File: src/hdl/lifo_pkg.sv
package lifo_pkg;

    // Stack geometry
    localparam int DEPTH  = 64;
    localparam int ADDR_W = $clog2(DEPTH);
    localparam int DATA_W = 32;
    localparam int FILL_W = 7;
    localparam int POS_W  = 7;
    localparam int KIND_W = 3;
    localparam int STAT_W = 2;

    // Stream packing
    localparam int S_TDATA_W = ((DATA_W + POS_W + 7) / 8) * 8;
    localparam int M_TDATA_W = ((STAT_W + DATA_W + FILL_W + 7) / 8) * 8;
    localparam int M_PAD_W   = M_TDATA_W - STAT_W - DATA_W - FILL_W;

    // Operation codes on s_tuser
    localparam logic [KIND_W-1:0] KIND_PUSH    = 3'd0;
    localparam logic [KIND_W-1:0] KIND_POP     = 3'd1;
    localparam logic [KIND_W-1:0] KIND_DISPLAY = 3'd2;
    localparam logic [KIND_W-1:0] KIND_PEEP    = 3'd3;
    localparam logic [KIND_W-1:0] KIND_CHANGE  = 3'd4;

    // Result status codes
    localparam logic [STAT_W-1:0] ST_OK     = 2'd0;
    localparam logic [STAT_W-1:0] ST_OVER   = 2'd1;
    localparam logic [STAT_W-1:0] ST_UNDER  = 2'd2;
    localparam logic [STAT_W-1:0] ST_BADPOS = 2'd3;

    // Datapath commands
    typedef enum logic [2:0] {
        OP_NONE,
        OP_PUSH,
        OP_POP,
        OP_DISP_START,
        OP_DISP_NEXT,
        OP_PEEP,
        OP_CHANGE,
        OP_ERR
    } op_t;

    typedef struct packed {
        op_t               op;
        logic [STAT_W-1:0] err;
    } dp_cmd_t;

    typedef struct packed {
        logic              empty;
        logic              full;
        logic              pos_ok;
        logic              last;
        logic [FILL_W-1:0] fill;
    } dp_stat_t;

endpackage

File: src/hdl/lifo_stack_with_indexed_access_unit.sv
// Bounded stack of 64 signed 32-bit words driven by one operation per input
// transaction (push, pop, display, peep, change), selected on s_tuser. Each
// operation returns one result transaction carrying status, data and the
// fill level after the operation, with tlast on its final result; display
// returns one result per held entry, top first. One operation is handled at
// a time: push, change and every error result go from acceptance straight
// to the result state, while pop, peep and each display entry first pass
// through a read state for the registered read of the single stack memory,
// which sits between acceptance and the result. Unused kinds are absorbed
// with no result. The memory needs no clearing after reset.
module lifo_stack_with_indexed_access_unit (
    input  logic                             aclk,
    input  logic                             aresetn,
    input  logic                             s_tvalid,
    output logic                             s_tready,
    input  logic [lifo_pkg::S_TDATA_W-1:0]   s_tdata,  // value[31:0], position[38:32]
    input  logic [lifo_pkg::KIND_W-1:0]      s_tuser,  // kind
    output logic                             m_tvalid,
    input  logic                             m_tready,
    output logic [lifo_pkg::M_TDATA_W-1:0]   m_tdata,  // status[1:0], data[33:2], fill[40:34]
    output logic                             m_tlast   // last
);
    import lifo_pkg::*;

    dp_cmd_t  cmd;
    dp_stat_t stat;

    lifo_ctrl u_ctrl (
        .aclk     (aclk),
        .aresetn  (aresetn),
        .s_tvalid (s_tvalid),
        .s_tready (s_tready),
        .kind     (s_tuser),
        .m_tvalid (m_tvalid),
        .m_tready (m_tready),
        .stat     (stat),
        .cmd      (cmd)
    );

    lifo_dp u_dp (
        .aclk     (aclk),
        .aresetn  (aresetn),
        .cmd      (cmd),
        .value    (s_tdata[DATA_W-1:0]),
        .position (s_tdata[DATA_W+POS_W-1:DATA_W]),
        .stat     (stat),
        .res_data (m_tdata)
    );

    assign m_tlast = stat.last;

    // Fill level never passes the stack depth
    a_fill_bound: assert property (@(posedge aclk) disable iff (!aresetn)
        stat.fill <= FILL_W'(DEPTH))
        else $error("stack fill above depth");

    // Input and output are never open together
    a_one_at_a_time: assert property (@(posedge aclk) disable iff (!aresetn)
        !(s_tready && m_tvalid))
        else $error("input taken while a result is pending");

    // A push into a stack with room grows it by one
    a_push_grows: assert property (@(posedge aclk) disable iff (!aresetn)
        (s_tvalid && s_tready && s_tuser == KIND_PUSH && !stat.full)
        |=> stat.fill == $past(stat.fill) + FILL_W'(1))
        else $error("push did not grow the stack");

    // A pop from a non-empty stack shrinks it by one
    a_pop_shrinks: assert property (@(posedge aclk) disable iff (!aresetn)
        (s_tvalid && s_tready && s_tuser == KIND_POP && !stat.empty)
        |=> stat.fill == $past(stat.fill) - FILL_W'(1))
        else $error("pop did not shrink the stack");

endmodule

File: src/hdl/lifo_ram.sv
module lifo_ram #(
    parameter int WIDTH = 32,
    parameter int DEPTH = 64
) (
    input  logic                     aclk,
    input  logic                     we,
    input  logic [$clog2(DEPTH)-1:0] waddr,
    input  logic [WIDTH-1:0]         wdata,
    input  logic                     re,
    input  logic [$clog2(DEPTH)-1:0] raddr,
    output logic [WIDTH-1:0]         rdata
);

    logic [WIDTH-1:0] mem_reg [DEPTH];
    logic [WIDTH-1:0] rdata_reg;

    // Single write port
    always_ff @(posedge aclk) begin
        if (we) begin
            mem_reg[waddr] <= wdata;
        end
    end

    // Registered read, held while re is low
    always_ff @(posedge aclk) begin
        if (re) begin
            rdata_reg <= mem_reg[raddr];
        end
    end

    assign rdata = rdata_reg;

endmodule

File: src/hdl/lifo_dp.sv
module lifo_dp (
    input  logic                                   aclk,
    input  logic                                   aresetn,
    input  lifo_pkg::dp_cmd_t                      cmd,
    input  logic [lifo_pkg::DATA_W-1:0]            value,
    input  logic [lifo_pkg::POS_W-1:0]             position,
    output lifo_pkg::dp_stat_t                     stat,
    output logic [lifo_pkg::M_TDATA_W-1:0]         res_data
);
    import lifo_pkg::*;

    logic [FILL_W-1:0] count_reg, count_next;
    logic [ADDR_W-1:0] idx_reg, idx_next;
    logic [STAT_W-1:0] status_reg, status_next;
    logic              last_reg, last_next;
    logic              mem_sel_reg, mem_sel_next;

    logic [FILL_W-1:0] top_slot;
    logic [FILL_W-1:0] pos_slot;
    logic              we, re;
    logic [ADDR_W-1:0] waddr, raddr;
    logic [DATA_W-1:0] rdata;
    logic [DATA_W-1:0] out_word;

    assign top_slot = count_reg - FILL_W'(1);
    assign pos_slot = count_reg - position;

    // Status back to the controller
    assign stat.empty  = (count_reg == '0);
    assign stat.full   = (count_reg == FILL_W'(DEPTH));
    assign stat.pos_ok = (position != '0) && (position <= count_reg);
    assign stat.last   = last_reg;
    assign stat.fill   = count_reg;

    // Command decode
    always_comb begin
        count_next   = count_reg;
        idx_next     = idx_reg;
        status_next  = status_reg;
        last_next    = last_reg;
        mem_sel_next = mem_sel_reg;
        we           = 1'b0;
        re           = 1'b0;
        waddr        = count_reg[ADDR_W-1:0];
        raddr        = top_slot[ADDR_W-1:0];
        unique case (cmd.op)
            OP_PUSH: begin
                we           = 1'b1;
                count_next   = count_reg + FILL_W'(1);
                status_next  = ST_OK;
                last_next    = 1'b1;
                mem_sel_next = 1'b0;
            end
            OP_POP: begin
                re           = 1'b1;
                count_next   = top_slot;
                status_next  = ST_OK;
                last_next    = 1'b1;
                mem_sel_next = 1'b1;
            end
            OP_DISP_START: begin
                re           = 1'b1;
                idx_next     = top_slot[ADDR_W-1:0];
                status_next  = ST_OK;
                last_next    = (top_slot == '0);
                mem_sel_next = 1'b1;
            end
            OP_DISP_NEXT: begin
                re           = 1'b1;
                raddr        = idx_reg - ADDR_W'(1);
                idx_next     = idx_reg - ADDR_W'(1);
                last_next    = (idx_reg == ADDR_W'(1));
            end
            OP_PEEP: begin
                re           = 1'b1;
                raddr        = pos_slot[ADDR_W-1:0];
                status_next  = ST_OK;
                last_next    = 1'b1;
                mem_sel_next = 1'b1;
            end
            OP_CHANGE: begin
                we           = 1'b1;
                waddr        = pos_slot[ADDR_W-1:0];
                status_next  = ST_OK;
                last_next    = 1'b1;
                mem_sel_next = 1'b0;
            end
            OP_ERR: begin
                status_next  = cmd.err;
                last_next    = 1'b1;
                mem_sel_next = 1'b0;
            end
            OP_NONE: begin
            end
            default: begin
            end
        endcase
    end

    // Entry count
    always_ff @(posedge aclk) begin
        if (!aresetn) begin
            count_reg <= '0;
        end else begin
            count_reg <= count_next;
        end
    end

    // Result registers
    always_ff @(posedge aclk) begin
        idx_reg     <= idx_next;
        status_reg  <= status_next;
        last_reg    <= last_next;
        mem_sel_reg <= mem_sel_next;
    end

    lifo_ram #(
        .WIDTH (DATA_W),
        .DEPTH (DEPTH)
    ) u_ram (
        .aclk  (aclk),
        .we    (we),
        .waddr (waddr),
        .wdata (value),
        .re    (re),
        .raddr (raddr),
        .rdata (rdata)
    );

    assign out_word = mem_sel_reg ? rdata : '0;
    assign res_data = {M_PAD_W'(0), count_reg, out_word, status_reg};

endmodule

File: src/hdl/lifo_ctrl.sv
module lifo_ctrl (
    input  logic                        aclk,
    input  logic                        aresetn,
    input  logic                        s_tvalid,
    output logic                        s_tready,
    input  logic [lifo_pkg::KIND_W-1:0] kind,
    output logic                        m_tvalid,
    input  logic                        m_tready,
    input  lifo_pkg::dp_stat_t          stat,
    output lifo_pkg::dp_cmd_t           cmd
);
    import lifo_pkg::*;

    typedef enum logic [2:0] {
        S_IDLE = 3'b001,
        S_READ = 3'b010,
        S_OUT  = 3'b100
    } state_t;

    state_t state_reg, state_next;

    // Next state and command
    always_comb begin
        state_next = state_reg;
        cmd.op     = OP_NONE;
        cmd.err    = ST_OK;
        s_tready   = 1'b0;
        m_tvalid   = 1'b0;
        unique case (state_reg)
            S_IDLE: begin
                s_tready = 1'b1;
                if (s_tvalid) begin
                    unique case (kind)
                        KIND_PUSH: begin
                            state_next = S_OUT;
                            if (stat.full) begin
                                cmd.op  = OP_ERR;
                                cmd.err = ST_OVER;
                            end else begin
                                cmd.op = OP_PUSH;
                            end
                        end
                        KIND_POP: begin
                            if (stat.empty) begin
                                cmd.op     = OP_ERR;
                                cmd.err    = ST_UNDER;
                                state_next = S_OUT;
                            end else begin
                                cmd.op     = OP_POP;
                                state_next = S_READ;
                            end
                        end
                        KIND_DISPLAY: begin
                            if (stat.empty) begin
                                cmd.op     = OP_ERR;
                                cmd.err    = ST_UNDER;
                                state_next = S_OUT;
                            end else begin
                                cmd.op     = OP_DISP_START;
                                state_next = S_READ;
                            end
                        end
                        KIND_PEEP, KIND_CHANGE: begin
                            priority if (stat.empty) begin
                                cmd.op     = OP_ERR;
                                cmd.err    = ST_UNDER;
                                state_next = S_OUT;
                            end else if (!stat.pos_ok) begin
                                cmd.op     = OP_ERR;
                                cmd.err    = ST_BADPOS;
                                state_next = S_OUT;
                            end else if (kind == KIND_PEEP) begin
                                cmd.op     = OP_PEEP;
                                state_next = S_READ;
                            end else begin
                                cmd.op     = OP_CHANGE;
                                state_next = S_OUT;
                            end
                        end
                        default: begin
                            // unused kinds are dropped
                        end
                    endcase
                end
            end
            S_READ: begin
                state_next = S_OUT;
            end
            S_OUT: begin
                m_tvalid = 1'b1;
                if (m_tready) begin
                    if (stat.last) begin
                        state_next = S_IDLE;
                    end else begin
                        cmd.op     = OP_DISP_NEXT;
                        state_next = S_READ;
                    end
                end
            end
            default: begin
                state_next = S_IDLE;
            end
        endcase
    end

    always_ff @(posedge aclk) begin
        if (!aresetn) begin
            state_reg <= S_IDLE;
        end else begin
            state_reg <= state_next;
        end
    end

endmodule

File: config.mk
export PLATFORM = sky130hd
export DESIGN_NAME = lifo_stack_with_indexed_access_unit
export DESIGN_NICKNAME = d
export VERILOG_FILES = /design/src/hdl/lifo_pkg.sv /design/src/hdl/lifo_stack_with_indexed_access_unit.sv /design/src/hdl/lifo_ram.sv /design/src/hdl/lifo_dp.sv /design/src/hdl/lifo_ctrl.sv
export SDC_FILE = /design/constraint.sdc
export NUM_CORES = 2
export LEC_CHECK = 0
export BUFFER_PORTS_ARGS = -buffer_cell sky130_fd_sc_hd__buf_2
export CAP_MARGIN = 20
export CORE_UTILIZATION = 46
export DETAILED_ROUTE_END_ITERATION = 6
export HOLD_SLACK_MARGIN = 0.02
export REMOVE_ABC_BUFFERS = 1
export SLEW_MARGIN = 10
export SYNTH_ARGS = -nofsm -noshare
export SYNTH_HDL_FRONTEND = slang
export SYNTH_SLANG_ARGS = --single-unit
File: constraint.sdc
create_clock -name aclk -period 16.31 [get_ports aclk]
set_input_delay 4.893 -clock aclk [delete_from_list [all_inputs] [get_ports aclk]]
set_output_delay 4.893 -clock aclk [all_outputs]
set_load 0.02 [all_outputs]
==> flow_metrics.tcl <==
set metrics [dict create \
    cp-start-kind "input pin" \
    io-pin-count 98 \
    rsz0062_at_grt "false" \
    fin_nets 5828 \
    async_flop_share 0 \
    hold_class "reg2reg" \
    worstSetupStartpoint "s_tdata[34]" \
    status "completed" \
    fin_total_pwr_mw 14.49 \
    drt-wirelength-per-cell_um 28.81 \
    reg2regPathDepth 15 \
    top_layer_used "met5" \
    finalHoldViolations 0 \
    yosys_warnings 0 \
    power_density_nw_per_um2 155.1 \
    cp-end-kind "flop" \
    synth.most_common_cell "edfxtp_1" \
    die_y_um 427.8 \
    syn_area_per_cell_sq_um 14.67 \
    clk_pin_slew_worst_paths_ns 0.06 \
    synth_edf_count 2090 \
    netlist_area_sq_um 83420 \
    worstPathCellList "buf_2, inv_1, ha_1, a21oi_1, a21oi_1, nor4_1, o2111a_1, or3_4, buf_4, nand2_4, buf_12, buf_12, mux2i_1, a32oi_1, a31oi_1, o32ai_1" \
    finClkSkew_ns 0.05341 \
    critPathKind "in2reg" \
    vias_per_cell 6.075 \
    initial_core_util 0.4655 \
    coreArea_sq_um 179200 \
    cp_num_buf_inv 5 \
    fill_cells 14730 \
    synth-main-ff-cell "edfxtp_1" \
    tightest_slew_ns 1.090 \
    setup_viol 0 \
    io_buffers 89 \
    whs_path_depth 2 \
    hpwl_mm 128.4 \
    ctsHoldBuffers 0 \
    dr_wl_met3_mm 19.39 \
    fin_crit_sh 0.6742 \
    slew_headroom 0.2730 \
    synth.distinct_cells 73 \
    vdd.ir_drop.worst_uv 113.1 \
    reg2reg_to "u_dp.u_ram.rdata[28]" \
    clock_latency_ns 0.85 \
    drc 0 \
    crit_path_max_fanout 132 \
    cts_root_buf "clkbuf_16" \
    final_max_slew_viol_count 0 \
    place_congestion 0.8270 \
    largest_reg_flops 2048 \
    dp.cells 7904 \
    post_cts_resized 0 \
    yosysTopAreaCell "edfxtp_1" \
    post-cts-setup-buffers 0 \
    whs_endpoint "u_ctrl.state_reg[0]" \
    crit_path_top_delay_cell "o2111a_1" \
    synthCells 5686 \
    drive_above_1_share 0.1163 \
    max_cap_viol_count 0 \
    ys_seq_area_frac 0.7548 \
    antenna_found_initial 6 \
    ant_nets 0 \
    cp.required_ns 16.84 \
    wl_met2_mm 111.3 \
    netlist_top_cells_area "edfxtp_1, nand2_1, mux2i_1" \
    grt_pass1_wl_mm 340.8 \
    dieArea_sq_um 183000 \
    arrival_ns 11.53 \
    num_rows 155 \
    grt-ovfl-total 0 \
    holdWs_ns 0.6016 \
    rrSetupSlack_ns 8.61 \
    synth_top_area_frac 0.7524 \
    hold_start "u_ctrl.state_reg[2]" \
    drt_iter0_drc 6074 \
    areaGrowthSynthToFinish_pct 12.05 \
    synth_commonest_cells "edfxtp_1, nand2_1, a21oi_1, mux2i_1, nand3_1" \
    instances_no_fill 8298 \
    track_usage 0.2561 \
    path_delay_family "compound AO/OA/AOI/OAI gates" \
    postLayoutCellArea_sq_um 93470 \
    leakage_nw 30.52 \
    cts_made_buffers 209 \
    drt-pass1-iter-count 6 \
    vias 50410 \
    timing.fmax_mhz 90.95 \
    grt_max_degree 161 \
    fp.dieW_um 427.8 \
    htreeDepth 4 \
    dpl_cell_area_sq_um 86860 \
    grt_pass1_vias 48010 \
    wl_mm 239.0 \
    ys_ff_latch 2100 \
    cts_buffer_depth 3 \
    clock-sinks 2100 \
    r2r_start "u_dp.count_reg[0]" \
    period_needed_ns 11.00 \
    crit_path_max_incr_delay_ns 1.01 \
    m1WireLength_mm 99.48 \
    cts_tree "done" \
]
-- cell type report --
type	count	area (sq um)	share of cell area
clock buffer	270	5565	0.05954
clock inverter	118	975.9	0.01044
multi-input combinational	3182	19170	0.2051
sequential	2100	62960	0.6736
antenna	3	7.507	0.00008032
tap	2355	2947	0.03152
inverter	19	71.32	0.0007630
timing repair buffer	251	1777	0.01901
-- metrics by stage --
step           TNS [ns]  worst slack (ns)  utilization
6_report              0             5.315       0.5216
5_1_grt               0             5.072       0.5216
4_1_cts               0             5.409       0.5212
3_5_place_dp          0             4.489       0.4847
3_3_place_gp          0             4.517       0.4847
2_1_floorplan   -148.37            -5.065            -
-- routing by layer --
metal | vias to the layer above | GRT usage
met2 | 2230 | 0.3994
met4 | 2 | 0.09630
met5 | - | 0
met3 | 348 | 0.04054
met1 | 25710 | 0.3635
li1 | 22120 | -
-- power by group --
group | total, mW | switching (mW) | internal (mW)
Sequential | 6.06 | 0.0408 | 6.02
Clock | 4.62 | 2.04 | 2.58
Combinational | 3.81 | 2.78 | 1.03
-- worst register-to-register path: stages (launching register included) --
cell       delay (ns)
dfxtp_1          0.47
inv_1            0.23
ha_1             0.31
nor4b_1          0.64
o2111ai_1        0.23
o2111ai_1        0.24
o2111a_1         0.98
or3_4            0.57
buf_4            0.74
nand2_4          0.56
buf_12           0.38
buf_12           0.64
mux2i_1          0.32
a32oi_1          0.09
a31oi_1          0.76
o32ai_1          0.24
-- layout by cell type, fill, tap and decap left out, types with 13 or more instances in the layout --
master and count:
o21ai_0 116, mux2_2 48, o221ai_1 32, nor2_1 39, a221oi_1 68, a22oi_1 85, o22ai_1 84, nand3_1 223
mux2i_1 277, clkbuf_16 214, and2_1 40, buf_2 88, buf_4 154, clkinv_1 54, a311oi_1 32, or3_1 14
a211oi_1 81, a31oi_1 105, or4_1 47, nor4_1 65, clkinv_2 40, nor3_1 50, ha_1 17, a21oi_1 373
and3_1 56, xnor2_1 13, o32ai_1 23, nand2_1 1049, a32oi_1 52, clkbuf_1 56, inv_1 18, edfxtp_1 2090
a31o_2 18, nor2_4 67
-- logic make-up after synthesis --
family                   count (synthesis)  share of synthesized area
XOR/XNOR                                18                   0.001890
buffers and inverters                  410                    0.02290
AO/OA/AOI/OAI                         1131                    0.08868
flip-flops                            2100                     0.7548
other                                    1                 0.00004496
AND/OR/NAND/NOR                       1679                    0.08839
adder cells (fa/ha/maj)                 18                   0.002790
multiplexers                           329                    0.04053
-- worst max-delay path by stage --
stage,endpoint,depth (start not counted),slack (ns)
2_1_floorplan,u_dp.u_ram.rdata[30],12,-5.06
3_3_place_gp,u_dp.u_ram.rdata[3],16,4.52
3_5_place_dp,u_dp.u_ram.rdata[3],16,4.49
4_1_cts,u_dp.u_ram.rdata[3],16,5.41
5_1_grt,u_dp.u_ram.rdata[3],16,5.07
6_report,u_dp.u_ram.rdata[28],16,5.31
Power figures use the tool's default switching activity.
